### src/rtl/mcw_pkg.sv
package mcw_pkg;

    localparam int MAX_TEXT = 1024;
    localparam int ALPHABET = 128;

    localparam int CH_W   = 7;
    localparam int CODE_W = $clog2(ALPHABET);
    localparam int TXT_AW = $clog2(MAX_TEXT);
    localparam int CNT_W  = $clog2(MAX_TEXT + 1);
    localparam int NEED_W = 12;
    localparam int MISS_W = 8;

    typedef logic signed [NEED_W-1:0] t_need;
    typedef logic [CODE_W-1:0]        t_code;

    localparam t_need NEED_MAX = t_need'(2047);

    localparam logic OP_PAT  = 1'b0;
    localparam logic OP_TEXT = 1'b1;

    typedef enum logic [2:0] {
        S_IDLE,
        S_UPD,
        S_CHK,
        S_RDTXT,
        S_REM,
        S_DONE
    } t_state;

    // one read and one write port on the need store, plus a job-end clear
    typedef struct packed {
        logic  rd_en;
        t_code rd_addr;
        logic  wr_en;
        t_code wr_addr;
        t_need wr_data;
        logic  clr;
    } t_need_req;

    // fold a character code onto the alphabet
    function automatic t_code to_code(input logic [CH_W-1:0] ch);
        return ch[CODE_W-1:0];
    endfunction

endpackage

### src/rtl/mcw_need_alu.sv
module mcw_need_alu (
    input  mcw_pkg::t_need i_old,
    input  logic           i_inc,
    output mcw_pkg::t_need o_new,
    output logic           o_old_zero,
    output logic           o_new_zero
);
    import mcw_pkg::*;

    // increment saturates at the top of the range; decrement never reaches the bottom
    always_comb begin
        if (i_inc) begin
            o_new = (i_old < NEED_MAX) ? i_old + t_need'(1) : i_old;
        end else begin
            o_new = i_old - t_need'(1);
        end
        o_old_zero = (i_old == '0);
        o_new_zero = (o_new == '0);
    end

endmodule

### config.mk
export PLATFORM = sky130hd
export DESIGN_NAME = mcw_need_alu
export DESIGN_NICKNAME = d
export VERILOG_FILES = /design/src/rtl/mcw_pkg.sv /design/src/rtl/mcw_need_alu.sv
export SDC_FILE = /design/constraint.sdc
export NUM_CORES = 1
export LEC_CHECK = 0
export BUFFER_PORTS_ARGS = -buffer_cell sky130_fd_sc_hd__buf_2
export CAP_MARGIN = 20
export CORE_MARGIN = 2
export CORE_UTILIZATION = 54
export DETAILED_ROUTE_END_ITERATION = 10
export PLACE_DENSITY = 0.93
export SYNTH_ARGS = -nofsm -noshare
export SYNTH_HDL_FRONTEND = slang
export SYNTH_SLANG_ARGS = --single-unit
export TNS_END_PERCENT = 1
### constraint.sdc
create_clock -name vclk -period 3.05
set_input_delay 0.61 -clock vclk [all_inputs]
set_output_delay 0.61 -clock vclk [all_outputs]
set_load 0.03 [all_outputs]
==> out/results.ini <==
[run_status]
status = complete, but fails checks
violations = negative setup slack

[grt]
antenna_found_initial = 0
grt_pass1_vias = 1255
grt_max_degree = 17
overflow = 0
grt_pass1_wl_mm = 6.44
grtUsageTotal_pct = 46.1

[sta]
timing.fmax_ghz = 0.298
fin_crit_ns = 3.35
fin_crit_sh_pct = 110
max_slew_margin_pct = 71.8
hold_violations = 0
tightest_slew_ns = 0.419
fin_setup_tns_ns = -0.512
setup_slack_ns = -0.304
slew_viol_final = 0
rsz0062_at_grt = yes
setup_violations = 3

[route]
viasPerCell = 7.56
vias = 1414
dr.pass1.iters = 7
first_iter_violations = 154
postRouteAntennaNets = 0
routed_wl_mm = 4.79
wl_per_cell_um = 25.6
drc = 0

[layout]
seq_cell_count = 0
num-nets-final = 189
drive_above_1_share_pct = 53.2
nFillCells = 55
layout_common_cells = buf_4 (37), buf_2 (23), nor2_1 (9), nand2_1 (9), a21oi_1 (6)
n_clock_buffer = 0
seqCellArea_um2 = 0
syn_to_final_growth_pct = 67.7
layout_commonest_cell = buf_4
antenna_cells = 0

[synth]
synth_cell_types = 52
syn_avg_cell_area_um2 = 7.02
syn_nets = 133
ys_warn_count = 0
yosysSeqAreaShare_pct = 0
syn-instance-count = 117
synthesis.area_um2 = 821

[worst_setup_path]
crit_arrival_ns = 2.74
cp-start-kind = input port
crit_path_end = o_new_zero
critPathTopFamily = simple AND/OR/NAND/NOR gates
max_stage_delay_ns = 0.32
critPathBufInv = 4
cpMostUsedCell = buf_4
slowest_stage = mux2i_1
cp_max_fo = 8
worst_setup_path_end_kind = output port
cp.depth = 10
critPathLaunch = i_old[4]
worstSetupPathType = input port to output port
worstPathRequired_ns = 2.44
crit_chain = buf_2, buf_4, nand4_4, buf_4, nor3_2, mux2i_1, nand3_1, o41a_1, nor4b_4, buf_4

[die]
die_width_um = 43.0
die_area_um2 = 1850
io-pin-count = 27
start_util_pct = 55.8
rows = 14
core-area_um2 = 1470
die_h_um = 43.0

[min_path]
hold_class = input port to output port
holdCritStartpoint = i_old[3]

[clock_network]
hold_buffers = 0

[power_and_ir_drop]
power_density_nw_per_um2 = 140
leakagePower_nw = 0.582
ir_worst_vdd_mv = 0.102
power_mw = 0.193

[placement]
portBuffers = 27
hpwl_mm = 2.41
place_congestion = 0.952
preCtsSetupSlack_ns = -0.242

[run]
maxCapViolCount = 0

through the flow:
| stage | instance area (um^2) | instances | util [%] | hold slack, ns |
|---|---|---|---|---|
| floorplan | 836 | 117 | - | 1.41 |
| global placement | 1170 | 181 | 79.5 | 1.63 |
| detailed placement | 1170 | 181 | 79.5 | 1.64 |
| CTS | 1290 | 185 | 87.5 | 1.64 |
| global route | 1380 | 187 | 93.5 | 1.70 |
| finish | 1380 | 187 | 93.5 | 1.69 |
final cells by class:
cell class / instances / area (um^2) / area share (%)
multi-input combinational: 102 / 873 / 63.5
timing repair buffer: 64 / 447 / 32.5
inverter: 5 / 36.3 / 2.64
tap: 16 / 20.0 / 1.45
how the worst min path moves through the flow:
stage / endpoint / slack (ns) / depth (start not counted)
after global routing: o_new[3] / 1.70 / 3
after detailed placement: o_old_zero / 1.64 / 3
after CTS: o_old_zero / 1.64 / 3
final: o_new[3] / 1.69 / 3
after floorplan: o_new[6] / 1.41 / 1
after global placement: o_old_zero / 1.63 / 3
cells by family (layout without fill, tap and decap cells):
logic type      count (synthesis)  after routing  synth area share [%]
buf+inv                        15             69                  8.84
compound gates                 27             27                  23.9
xor+xnor                        8              8                  8.54
mux                             2              2                  2.44
simple gates                   62             62                  51.7
fa+ha+maj                       3              3                  4.57
metal layers:
layer | track usage (%) | share of wire [%] | vias to the layer above
li1 | - | - | 563
met3 | 10.6 | 14 | 63
met1 | 53.7 | 33 | 629
met5 | 0 | 0 | -
met4 | 21.2 | 10 | 0
met2 | 78.8 | 43 | 159
power by group:
group          leakage (nW)  switching (mW)  internal, mW  total, mW
Clock                     0               0             0          0
Sequential                0               0             0          0
Combinational         0.582           0.121        0.0720      0.193
cell usage after synthesis, drive strengths merged (2+ instances only):
library cell,instances,area [um^2]
xnor2,4,35.0
nor4b,2,23.8
nand3,4,20.0
nor3,9,50.1
or4,2,18.8
a21oi,6,30.0
buf,8,46.3
a211oi,2,15.0
a31oi,3,18.8
inv,5,18.8
nor4,6,71.3
xor2,4,35.0
nand2,9,33.8
nand4,6,58.8
o21ai,2,10.0
and3,2,12.5
or4b,2,23.8
o31ai,2,20.0
nor2,10,37.5
ha,3,37.5
mux2i,2,20.0
and2,2,12.5
clkbuf,2,7.51
or3,2,12.5
what timing repair did:
action,4_1_cts,5_1_grt
resized for setup,20,16
buffers inserted,4,2
endpoints found under the setup margin,1,4
pin swaps,9,8
Note: power is estimated with default switching activity, not from simulation.
