`src/rtl/mcw_pkg.sv`:
```
package mcw_pkg;

    localparam int MAX_TEXT = 1024;
    localparam int ALPHABET = 128;

    localparam int CH_W   = 7;
    localparam int CODE_W = $clog2(ALPHABET);
    localparam int TXT_AW = $clog2(MAX_TEXT);
    localparam int CNT_W  = $clog2(MAX_TEXT + 1);
    localparam int NEED_W = 12;
    localparam int MISS_W = 8;

    typedef logic signed [NEED_W-1:0] t_need;
    typedef logic [CODE_W-1:0]        t_code;

    localparam t_need NEED_MAX = t_need'(2047);

    localparam logic OP_PAT  = 1'b0;
    localparam logic OP_TEXT = 1'b1;

    typedef enum logic [2:0] {
        S_IDLE,
        S_UPD,
        S_CHK,
        S_RDTXT,
        S_REM,
        S_DONE
    } t_state;

    // one read and one write port on the need store, plus a job-end clear
    typedef struct packed {
        logic  rd_en;
        t_code rd_addr;
        logic  wr_en;
        t_code wr_addr;
        t_need wr_data;
        logic  clr;
    } t_need_req;

    // fold a character code onto the alphabet
    function automatic t_code to_code(input logic [CH_W-1:0] ch);
        return ch[CODE_W-1:0];
    endfunction

endpackage

```
`src/rtl/mcw_need_ram.sv`:
```
module mcw_need_ram (
    input  logic               i_clk,
    input  logic               i_rst_n,
    input  mcw_pkg::t_need_req i_req,
    output mcw_pkg::t_need     o_rd_data
);
    import mcw_pkg::*;

    t_need               r_mem [ALPHABET];
    logic [ALPHABET-1:0] r_vld;
    t_need               r_rd;
    logic                r_rd_vld;

    always_ff @(posedge i_clk) begin
        if (i_req.wr_en) begin
            r_mem[i_req.wr_addr] <= i_req.wr_data;
        end
        if (i_req.rd_en) begin
            r_rd <= r_mem[i_req.rd_addr];
        end
    end

    // entry not written since the last clear reads as zero
    always_ff @(posedge i_clk) begin
        if (!i_rst_n) begin
            r_vld    <= '0;
            r_rd_vld <= 1'b0;
        end else begin
            if (i_req.clr) begin
                r_vld <= '0;
            end else if (i_req.wr_en) begin
                r_vld[i_req.wr_addr] <= 1'b1;
            end
            if (i_req.rd_en) begin
                r_rd_vld <= r_vld[i_req.rd_addr];
            end
        end
    end

    assign o_rd_data = r_rd_vld ? r_rd : '0;

endmodule

```
`config.mk`:
```
export PLATFORM = sky130hd
export DESIGN_NAME = mcw_need_ram
export DESIGN_NICKNAME = d
export VERILOG_FILES = /design/src/rtl/mcw_pkg.sv /design/src/rtl/mcw_need_ram.sv
export SDC_FILE = /design/constraint.sdc
export NUM_CORES = 2
export LEC_CHECK = 0
export BUFFER_PORTS_ARGS = -buffer_cell sky130_fd_sc_hd__buf_2
export CORE_MARGIN = 2
export CORE_UTILIZATION = 45
export DETAILED_ROUTE_END_ITERATION = 8
export HOLD_SLACK_MARGIN = 0.1
export PLACE_DENSITY = 0.66
export RECOVER_POWER = 100
export REMOVE_ABC_BUFFERS = 1
export SLEW_MARGIN = 10
export SYNTH_ARGS = -nofsm -noshare
export SYNTH_HDL_FRONTEND = slang
export SYNTH_SLANG_ARGS = --single-unit
```
`constraint.sdc`:
```
create_clock -name i_clk -period 3.25 [get_ports i_clk]
set_clock_uncertainty 0.2 [all_clocks]
set_input_delay 0.325 -clock i_clk [delete_from_list [all_inputs] [get_ports i_clk]]
set_output_delay 0.325 -clock i_clk [all_outputs]
set_load 0.05 [all_outputs]
```
==> metrics.md <==
| Metric | Value |
|---|---|
| Status | `finished, violations left` |
| Failing checks | `max-capacitance violations, max-slew violations, negative setup slack` |
| Initial core utilization | `roughly 45%` |
| Detail-routed via count per cell | `between 5 and 6` |
| Setup WS post-layout | `-0.0859 ns` |
| Core ar. | `141000 um2` |
| Main combinational cell family by area after synthesis | `multiplexers` |
| Period utilization | `103%` |
| HP Class | `input pin to register` |
| Setup TNS | `-0.486 ns` |
| Mapped Cells | `between 2000 and 3000` |
| Clock Latency Late Sink | `a little under 0.8 ns` |
| Avg Cell Area, Syn | `approximately 22 um2` |
| Final Util | `roughly 52%` |
| Tot Pwr | `around 0.045 W` |
| GRT Resource Usage Total | `between 20% and 30%` |
| Area share of fa/ha/maj cells after synthesis | `0%` |
| NetSw | `roughly 0.0092 W` |
| Async SR Flop Fraction | `0%` |
| Post-synthesis compound-gate area fraction | `less than 1%` |
| Fin. Hold Viols | `0` |
| YS warnings | `0` |
| Worst R2R Start | `r_vld[27]` |
| Min Tclk post-route | `roughly 3.3 ns` |
| Vias in the first global route | `31400` |
| Worst slew pin tran | `2.64 ns` |
| Leading cell type in the layout, fill and taps excluded | `edfxtp_1` |
| Via count | `about 32000` |
| Max Cap Viol | `13` |
| Worst Path Arrival | `~3.8 ns` |
| Most frequent cells in the layout | `1548 x edfxtp_1, 534 x mux4_2, 382 x nor2_1, 166 x clkbuf_16, 129 x dfxtp_1` |
| Mux contribution to synthesized area | `18.9%` |
| Crit path kind | `input pin to register` |
| Pwr Density | `607 nW/um2` |
| Routed len/inst | `just over 30 um` |
| Post-CTS Setup Repair Bufs | `0` |
| Top FF cell, synth | `edfxtp_1` |
| Post-synthesis simple-gate area fraction | `~3.1%` |
| Worst slew margin | `-75.8%` |
| IO Count | `43` |
| CP peak stage delay | `approximately 1.4 ns` |
| CP delay by family, top | `simple AND/OR/NAND/NOR gates` |
| Routability congestion estimate | `between 0.8 and 0.9` |
| Critical Path Start Type | `input pin` |
| Die Wd | `about 380 um` |
| Worst setup EP type | `register` |
| Cell row count | `~140` |
| # clock sinks | `1677` |
| Post-layout nets | `3264` |
| CP Max Fanout | `13` |
| Worst path cell trace | `dlygate4sd3_1, clkbuf_1, nand3b_1, or2_0, nor2_1, buf_4, nor2_1, nor2_1` |
| Worst-path clk slew | `0.06 ns` |
| GRT overflow | `0` |
| I/O Buffers | `42` |
| Sw frac | `between 20% and 30%` |
| Clock Power Share | `approximately two fifths` |
| Final WL | `~160 mm` |
| Xor-xnor portion of the synthesized cell area | `0%` |
| CTS Buf Count | `~160` |
| Post-synth EDFFs | `approximately 1500` |
| TritonCTS clock tree | `yes` |
| Peak Freq | `roughly 300 MHz` |
| Cell Int Power | `0.0353 W` |
| Post-DRT Antenna Nets | `0` |
| Area after DPL | `between 60000 and 70000 um2` |
| Ratio of cells with drive above 1 in the final layout | `between 20% and 30%` |
| First-pass GRT wire length | `around 230 mm` |
| Logic gate share of total power | `about 5.3%` |
| Drt drc | `0` |
| VDD IR max | `roughly 0.56 mV` |
| Cell area after layout | `around 73000 um2` |
| Die H | `381 um` |
| Hold_sp | `i_req[19]` |
| Beginning of the critical path | `i_req[13]` |
| CTS root buf | `clkbuf_16` |
| Post-CTS Resized | `0` |
| Area Overhead vs Synth | `14.5%` |
| Largest net degree at the start of global routing | `between 100 and 150` |
| RSZ-0062 raised after global routing | `false` |
| Die ar. | `146000 um2` |
| Hold slack final | `0.226 ns` |
| Most used cell, CP | `nor2_1` |
| Htree depth | `4` |
| Initial antenna violation count | `21` |
| Cell variety after synth | `38` |
| Buf/Inv on CP | `3` |
| Worst path slowest cell | `or2_0` |
| Pre-Repair DR Iteration Count | `6` |
| Clock Tree Buf Depth | `3` |
| Yosys reg bits | `approximately 1700` |
| Post-synthesis cell area | `about 64000 um2` |
| Seq/Total Area, Yosys | `approximately three quarters` |
| DR iter-0 viols | `about 4500` |
| Leak | `23.0 nW` |
| Critical Path RT | `3.68 ns` |
| Reg power frac | `between 50% and 60%` |
| Hold buffers post-CTS | `21` |
| Final setup fails | `11` |
| Max Transition Viols Final | `about 520` |
| DP HPWL | `between 100 and 150 mm` |
-- power groups by stage --
stage | Clock [W] | Combinational, W | Sequential (W)
3_3_place_gp | 0 | 0.00235 | 0.0241
4_1_cts | 0.0188 | 0.00243 | 0.0237
2_1_floorplan | 0 | 0.000958 | 0.0241
3_5_place_dp | 0 | 0.00239 | 0.0241
5_1_grt | 0.0196 | 0.00249 | 0.0237
6_report | 0.0185 | 0.00238 | 0.0237
-- area by class of cell --
type                       count  area (um2)
timing repair buffer         331        2390
clock buffer                 214        4490
antenna                        5        12.5
inverter                       7        31.3
sequential                  1677       49100
clock inverter                79         759
fill                       10800       68000
tap                         1890        2360
multi-input combinational   1057       14300
-- worst reg2reg max path: cells and delay by family, from the launching register on --
| family | cells | cell delay [ns] |
|---|---|---|
| buffers and inverters | 2 | 0.79 |
| AOI/OAI and AO/OA | 5 | 1.10 |
| DFF | 1 | 0.31 |
| muxes | 1 | 0.54 |
-- kinds of logic after synthesis --
logic type	count (synthesis)
AO/OA/AOI/OAI	28
AND/OR/NAND/NOR	486
multiplexers	543
buffers and inverters	158
flip-flops	1677
-- metal layers --
layer / up-vias / global-route usage (%) / wire [um]
met5: - / 0 / 85
met4: 16 / 5.83 / 4080
met3: 233 / 7.54 / 19300
met2: 1672 / 34.2 / 75800
met1: 16900 / 31.1 / 62800
li1: 12700 / - / -
-- cell usage after synthesis (9+ instances only) --
| master | count | area (um2) |
|---|---|---|
| nand2b_1 | 14 | 87.6 |
| edfxtp_1 | 1548 | 46500 |
| nand3_1 | 15 | 75.1 |
| mux4_2 | 534 | 12000 |
| clkbuf_1 | 67 | 251 |
| buf_1 | 24 | 90.1 |
| nor2_1 | 382 | 1430 |
| buf_2 | 43 | 215 |
| nand2_1 | 37 | 139 |
| and2_1 | 16 | 100 |
| buf_4 | 9 | 67.6 |
| dfxtp_1 | 129 | 2580 |
-- registers in the layout (all words and copies together) (netlist names) --
| name | count |
|---|---|
| r_mem | 1536 |
| r_rd | 12 |
| r_rd_vld | 1 |
| r_vld | 128 |
-- final timing paths --
check	cells after the start	slack [ns]	to
worst max-delay path	8	-0.09	r_vld[30]
worst max register to register	8	0.22	r_rd_vld
worst min register to register	2	0.26	r_vld[35]
worst min-delay path	6	0.23	r_vld[55]
-- per-stage QoR --
stage,std cells,setup slack (ns)
global placement,4941,-0.145
detailed placement,4941,-0.106
finish,5260,-0.0859
global route,5257,0.0189
CTS,5255,0.264
floorplan,2741,-0.504
No activity file was read; power rests on OpenSTA's default activity.
